**config.mk**
```make
export PLATFORM = sky130hd
export DESIGN_NAME = cpbf_dist_unit
export DESIGN_NICKNAME = d
export VERILOG_FILES = /design/src/design/cpbf_pkg.sv /design/src/design/cpbf_dist_unit.sv
export SDC_FILE = /design/constraint.sdc
export NUM_CORES = 1
export LEC_CHECK = 0
export BUFFER_PORTS_ARGS = -buffer_cell sky130_fd_sc_hd__buf_2
export CAP_MARGIN = 10
export CORE_MARGIN = 2
export CORE_UTILIZATION = 45
export CTS_CLUSTER_SIZE = 12
export DETAILED_ROUTE_END_ITERATION = 12
export PLACE_DENSITY = 0.6
export SETUP_SLACK_MARGIN = 0.02
export SYNTH_ARGS = -nofsm -noshare
export SYNTH_HDL_FRONTEND = slang
export SYNTH_SLANG_ARGS = --single-unit
```
**constraint.sdc**
```tcl
create_clock -name i_clk -period 15.5 [get_ports i_clk]
set_clock_uncertainty 0.2 [all_clocks]
set_input_delay 1.55 -clock i_clk [delete_from_list [all_inputs] [get_ports i_clk]]
set_output_delay 1.55 -clock i_clk [all_outputs]
set_load 0.005 [all_outputs]
```
**src/design/cpbf_pkg.sv**
```systemverilog
package cpbf_pkg;

    // Fixed field widths of the point and result beats
    localparam int unsigned FIELD_W = 16;
    localparam int unsigned ID_W    = 16;
    localparam int unsigned DIST_W  = 33;

    typedef enum logic [3:0] {
        S_IDLE,     // loading points
        S_RDI,      // fetch outer point i
        S_LDI,      // latch point i, fetch point j
        S_RDJ,      // fetch inner point j
        S_DIFF,     // absolute differences
        S_SQX,      // dx squared
        S_SQY,      // plus dy squared
        S_CMP,      // compare against best, step indices
        S_FIN       // hand result to output register
    } t_state;

    // Step enables for the shared distance datapath
    typedef struct packed {
        logic diff_en;
        logic sqx_en;
        logic sqy_en;
    } t_dist_ctl;

endpackage

```
**src/design/cpbf_dist_unit.sv**
```systemverilog
// Shared squared-distance datapath: one subtract pair, one multiplier,
// one adder. Three steps per pair under control of the sequencer.
module cpbf_dist_unit #(
    parameter int unsigned COORD_BITS = 16
) (
    input  logic                        i_clk,
    input  cpbf_pkg::t_dist_ctl         i_ctl,
    input  logic [COORD_BITS-1:0]       i_xa,
    input  logic [COORD_BITS-1:0]       i_ya,
    input  logic [COORD_BITS-1:0]       i_xb,
    input  logic [COORD_BITS-1:0]       i_yb,
    output logic [2*COORD_BITS+2:0]     o_dist
);

    localparam int unsigned DW    = COORD_BITS + 1;
    localparam int unsigned PRD_W = 2 * DW;
    localparam int unsigned SUM_W = PRD_W + 1;

    logic signed [DW-1:0] w_dx_s;
    logic signed [DW-1:0] w_dy_s;
    logic [DW-1:0]        w_dx_abs;
    logic [DW-1:0]        w_dy_abs;
    logic [DW-1:0]        w_mul_op;
    logic [PRD_W-1:0]     w_prod;

    logic [DW-1:0]        r_dx;
    logic [DW-1:0]        r_dy;
    logic [PRD_W-1:0]     r_acc;
    logic [SUM_W-1:0]     r_dist;

    assign w_dx_s = $signed({i_xa[COORD_BITS-1], i_xa}) - $signed({i_xb[COORD_BITS-1], i_xb});
    assign w_dy_s = $signed({i_ya[COORD_BITS-1], i_ya}) - $signed({i_yb[COORD_BITS-1], i_yb});
    assign w_dx_abs = w_dx_s[DW-1] ? DW'(-w_dx_s) : DW'(w_dx_s);
    assign w_dy_abs = w_dy_s[DW-1] ? DW'(-w_dy_s) : DW'(w_dy_s);

    // single multiplier, squares dx then dy
    assign w_mul_op = i_ctl.sqx_en ? r_dx : r_dy;
    assign w_prod   = w_mul_op * w_mul_op;

    always_ff @(posedge i_clk) begin
        if (i_ctl.diff_en) begin
            r_dx <= w_dx_abs;
            r_dy <= w_dy_abs;
        end
        if (i_ctl.sqx_en) begin
            r_acc <= w_prod;
        end
        if (i_ctl.sqy_en) begin
            r_dist <= SUM_W'(r_acc) + SUM_W'(w_prod);
        end
    end

    assign o_dist = r_dist;

endmodule

```
==> flow_summary.json, run 1 <==
{
  "outcome": "finished clean",
  "synth_seq_cells": 102,
  "finalSetupTns_ps": 0,
  "synth_warnings": 0,
  "netlist_area_mm2": 0.0151,
  "grt_max_degree": 38,
  "critPathSlowestCell": "a2111oi_0",
  "drtIter0Drc": 570,
  "rsz0062_at_grt": "false",
  "crit_path_frequent_cell": "fa_1",
  "post-route-period-util_pct": 73.1,
  "die_area_mm2": 0.0350,
  "seq_area_frac_synth_pct": 20.3,
  "period_needed_ps": 11330,
  "numCtsBuffers": 9,
  "core_area_mm2": 0.0333,
  "arrival_ps": 11250,
  "antenna_cells": 0,
  "drive_gt1_share_pct": 9.27,
  "path_buf_inv": 8,
  "syn_inst": 1592,
  "clk_latency_ps": 360,
  "cp.required_ps": 15420,
  "htree_num_levels": 3,
  "top_usage_layer": "met2",
  "cts_tree": "built",
  "crit_family": "adder cells",
  "cts-hold-fix-buffers": 0,
  "worst_pin_slew_ps": 1110,
  "hold_violations": 0,
  "grt_usage_pct": 18.6,
  "initial_core_util_pct": 45.4,
  "synth-edff-count": 102,
  "cp_max_fo": 37,
  "fmax_ghz": 0.0883,
  "grt_pass1_wl_um": 53500,
  "die_w_um": 187,
  "area_growth_pct": 8.85,
  "post-dp-hpwl_um": 26100,
  "grt_use_met3_pct": 2.06,
  "n_fill_cell": 3183,
  "drv_slew": 0,
  "clockBufferDepth": 2,
  "max_cap_viol_count": 0,
  "grt_pass1_vias": 11142,
  "antenna_found_initial": 0,
  "start_kind": "primary input",
  "nets": 2120,
  "multiInputGateArea_mm2": 0.0106,
  "cp-end-kind": "flip-flop",
  "max_stage_delay_ps": 600,
  "setup_viol_count_final": 0,
  "gr-usage-met1_pct": 25.6,
  "vias": 10839,
  "fp.dieH_um": 187,
  "post_cts_resized": 0,
  "gp_congestion": 0.882,
  "syn_avg_cell_area_um2": 9.48,
  "wl_per_cell_um": 14.5,
  "yosysUniqueCellTypes": 73,
  "min_path_type": "reg -> reg",
  "ios": 103,
  "cts.sinks": 102,
  "grt_use_met2_pct": 30.8,
  "postRouteAntennaNets": 0,
  "core.rowCount": 67,
  "finish.utilization_pct": 49.4,
  "critPathKind": "in -> reg",
  "postCtsSetupRepairBufs": 0,
  "async_reset_ff_share_pct": 0,
  "syn_nets": 2024,
  "path_clk_slew_ps": 70,
  "grt_overflow": 0,
  "slew_headroom_pct": 23.7,
  "vias_per_cell": 5.06,
  "wl_um": 30900,
  "regArea_mm2": 0.00306,
  "portBuffers": 102,
  "firstDrtPassIters": 5,
  "cts-root-buf": "clkbuf_16",
  "drc_errors": 0,
  "ys.flop_type": "edfxtp_1"
}
## metal layers
layer  vias up  part of all wire, %
li1       5420                    -
met3        51                  4.3
met1      5097                   48
met5         -                    0
met2       271                   45
met4         0                  2.6
## synth_stat cells (all sizes together) (3+ instances only)
| master | instances | area share (%) |
|---|---|---|
| mux2 | 10 | 0.75 |
| fa | 192 | 25 |
| o21a | 16 | 0.80 |
| and3 | 4 | 0.17 |
| a21o | 31 | 1.5 |
| nand3 | 17 | 0.56 |
| nor4 | 6 | 0.25 |
| a31oi | 16 | 0.66 |
| a2111oi | 6 | 0.60 |
| nor2 | 142 | 3.5 |
| a21boi | 5 | 0.32 |
| edfxtp | 102 | 20 |
| clkinv | 6 | 0.15 |
| nor2b | 13 | 0.54 |
| mux2i | 16 | 1.1 |
| clkbuf | 19 | 0.47 |
| xnor2 | 73 | 4.2 |
| xor2 | 32 | 1.9 |
| o211ai | 10 | 0.53 |
| nand4 | 6 | 0.25 |
| a21oi | 79 | 2.6 |
| nand2b | 11 | 0.46 |
| nor3 | 25 | 0.86 |
| a211oi | 14 | 0.73 |
| a41oi | 4 | 0.23 |
| o21ai | 34 | 1.1 |
| o2111a | 3 | 0.22 |
| nand2 | 107 | 2.7 |
| or2 | 4 | 0.17 |
| ha | 172 | 14 |
| nor3b | 3 | 0.15 |
| and2 | 6 | 0.25 |
| o21bai | 10 | 0.50 |
| buf | 5 | 0.19 |
| or3 | 5 | 0.27 |
| inv | 344 | 8.6 |
| a211o | 7 | 0.41 |
## area by class of cell
| cell class | count | share of cell area (%) |
|---|---|---|
| repair buffers | 109 | 3.43 |
| well taps | 448 | 3.41 |
| flip-flops and latches | 102 | 18.6 |
| inverters | 350 | 8.00 |
| clock inverters | 7 | 0.533 |
| multi-input cells | 1116 | 64.6 |
| clock buffers | 9 | 1.37 |
## worst register-to-register path: cells and delay by family (launching register included)
family,cells,cell delay [ps]
compound gates,9,2900
simple gates,5,1070
fa+ha+maj,8,3370
buf+inv,4,860
xor+xnor,1,140
mux,1,750
flops,1,390
## cells by family after synthesis
logic type | after synthesis | synth area share (%)
AND/OR/NAND/NOR | 355 | 10.5
multiplexers | 26 | 1.81
flip-flops | 102 | 20.3
AO/OA/AOI/OAI | 266 | 12.2
XOR/XNOR | 105 | 6.09
adder cells (fa/ha/maj) | 364 | 39.7
buffers and inverters | 374 | 9.37
## cells in the final DEF, fill, tap and decap left out, drive strengths merged, types with 3 or more instances in the layout
cell type	n
a2111oi	6
a211o	7
a211oi	14
a21boi	5
a21o	31
a21oi	79
a31oi	16
a41oi	4
and2	6
and3	4
buf	109
clkbuf	9
clkinv	9
edfxtp	102
fa	192
ha	172
inv	347
mux2	10
mux2i	16
nand2	107
nand2b	11
nand3	17
nand4	6
nor2	142
nor2b	13
nor3	25
nor3b	3
nor4	6
o2111a	3
o211ai	10
o21a	16
o21ai	34
o21bai	10
or2	4
or3	5
xnor2	73
xor2	32
## path summary, 6_finish.rpt
| path | depth (start not counted) | end | startpoint | slack, ps |
|---|---|---|---|---|
| setup / recovery | 31 | o_dist[33]$_DFFE_PP_ | i_ctl[1] | 4170 |
| hold / removal | 1 | o_dist[0]$_DFFE_PP_ | r_acc[0]$_DFFE_PP_ | 350 |
| setup reg to reg | 28 | o_dist[33]$_DFFE_PP_ | r_dy[3]$_DFFE_PP_ | 5600 |
| hold reg to reg | 1 | o_dist[0]$_DFFE_PP_ | r_acc[0]$_DFFE_PP_ | 350 |
## state kept, by name, summed over array words and instances (netlist names)
| signal | cells |
|---|---|
| o_dist | 35 |
| r_acc | 33 |
| r_dx | 17 |
| r_dy | 17 |
## through the flow
| step | std cells | instance area, µm² | setup slack, ps | hold slack, ps |
|---|---|---|---|---|
| after global routing | 2141 | 16400 | 3590 | 370 |
| after CTS | 2140 | 16400 | 4060 | 352 |
| after floorplan | 1592 | 15100 | 5480 | 313 |
| after global placement | 2124 | 16100 | 3950 | 332 |
| final | 2141 | 16400 | 4170 | 349 |
| after detailed placement | 2124 | 16100 | 3680 | 335 |
Power of run 1 is not shown: default switching activity piles up to over one toggle a cycle in this logic, so the estimate is an artifact.
==> inputs of run 2 (changes only) <==
PLACE_DENSITY = 0.63   (was 0.6)
clock period = 9.5 ns   (was 15.5 ns; I/O delays follow)
==> run 2 against run 1 <==
Utilization rose by 0.68 points. Non-clock buffer count rose by 28. Global-route usage fell by 0.058 points. Final cell count rose by 1.3%. Count of clock-buffer cells in the layout did not move. First-iteration DRC count rose by 0.53%. Register-to-register slack got worse by 4500 ps. Sequential cell count did not move. Critical path depth fell by 1. Die area did not move. Routed wire length rose by 0.15%. Critical endpoint unchanged. Highest routed layer unchanged.
==> flow_summary.json, run 2 (same netlist as run 1, synthesis figures left out) <==
{
  "postRouteAntennaNets": 0,
  "max_cap_viol_count": 0,
  "drive_gt1_share_pct": 11.0,
  "die_w_um": 187,
  "fp.dieH_um": 187,
  "cts.sinks": 102,
  "cp.required_ps": 9420,
  "arrival_ps": 8880,
  "portBuffers": 102,
  "firstDrtPassIters": 4,
  "dpl_cell_area_mm2": 0.0163,
  "layout_commonest_cell": "inv_1",
  "die_area_mm2": 0.0350,
  "cp-end-kind": "flip-flop",
  "antenna_cells": 0,
  "start_kind": "primary input",
  "nets": 2148,
  "path_clk_slew_ps": 70,
  "area_growth_pct": 10.4,
  "hold_violations": 0,
  "ios": 103,
  "core_area_mm2": 0.0333,
  "critPathKind": "in -> reg",
  "grt_pass1_vias": 11257,
  "slew_headroom_pct": 24.1,
  "numCtsBuffers": 9,
  "max_stage_delay_ps": 550,
  "grt_pass1_wl_um": 53400,
  "grt_max_degree": 36,
  "clk_latency_ps": 360,
  "critPathSlowestCell": "fa_1",
  "htree_num_levels": 3,
  "final_cell_mix": "inv_1, fa_1, ha_1",
  "drv_slew": 0,
  "drc_errors": 0,
  "cts_tree": "built",
  "gp_congestion": 0.927,
  "core.rowCount": 67,
  "postCtsSetupRepairBufs": 0,
  "largest_reg_flops": 35,
  "post-dp-hpwl_um": 26500,
  "drtIter0Drc": 573,
  "vias": 10908,
  "fin_area_mm2": 0.0167,
  "initial_core_util_pct": 45.4,
  "outcome": "finished clean",
  "wl_per_cell_um": 14.3,
  "vias_per_cell": 5.03,
  "antenna_found_initial": 0,
  "fmax_ghz": 0.112,
  "grt_usage_pct": 18.5,
  "cp_max_fo": 14,
  "post-route-period-util_pct": 94.3,
  "clockBufferDepth": 2,
  "setup_viol_count_final": 0,
  "grt_overflow": 0,
  "cts-root-buf": "clkbuf_16",
  "min_path_type": "reg -> reg",
  "crit_path_frequent_cell": "fa_1",
  "rsz0062_at_grt": "false",
  "wl_um": 31000,
  "period_needed_ps": 8960,
  "worst_pin_slew_ps": 1140,
  "finalSetupTns_ps": 0
}
## run 2: metal layers
metal	routed length, µm	global-route usage [%]	up-vias
met1	14900	25.2	5194
met5	0	0	-
li1	-	-	5456
met2	14400	31.4	216
met3	1040	2.10	42
met4	627	5.22	0
## run 2: layout make-up
cell class              count  area (µm²)
clock buffers               9         225
clock inverters             7        81.3
fillers                  3091       16600
inverters                 350        1310
multi-input cells        1116       10600
flip-flops and latches    102        3060
well taps                 448         561
repair buffers            137         776
## run 2: timing repair
item | 4_1_cts | 5_1_grt
gates resized for setup | 0 | 6
endpoints found under the setup margin | 0 | 5
hold buffers | 0 | 0
## run 2: path summary, 6_finish.rpt
check	from	to	slack, ps	cells after the start
setup / recovery	i_ctl[1]	o_dist[33]$_DFFE_PP_	540	30
hold / removal	r_acc[0]$_DFFE_PP_	o_dist[0]$_DFFE_PP_	360	1
setup reg to reg	r_dy[5]$_DFFE_PP_	o_dist[33]$_DFFE_PP_	1110	29
hold reg to reg	r_acc[0]$_DFFE_PP_	o_dist[0]$_DFFE_PP_	360	1
## run 2: stage by stage
step	hold WS, ps	util, %	worst slack (ps)	std cells
4_1_cts	359	50.0	319	2169
6_report	361	50.1	541	2169
2_1_floorplan	313	-	84.1	1592
3_3_place_gp	339	49.1	2.54	2153
5_1_grt	369	50.1	105	2169
3_5_place_dp	336	49.1	-64.3	2153
## run 2: critical path, delay by kind of cell
kind / cells / cell delay (ps)
AND/OR/NAND/NOR: 2 / 320
AO/OA/AOI/OAI: 12 / 2960
multiplexers: 1 / 170
adder cells (fa/ha/maj): 8 / 3430
buffers and inverters: 5 / 730
XOR/XNOR: 2 / 300
Power of run 2 is left out for the same reason.
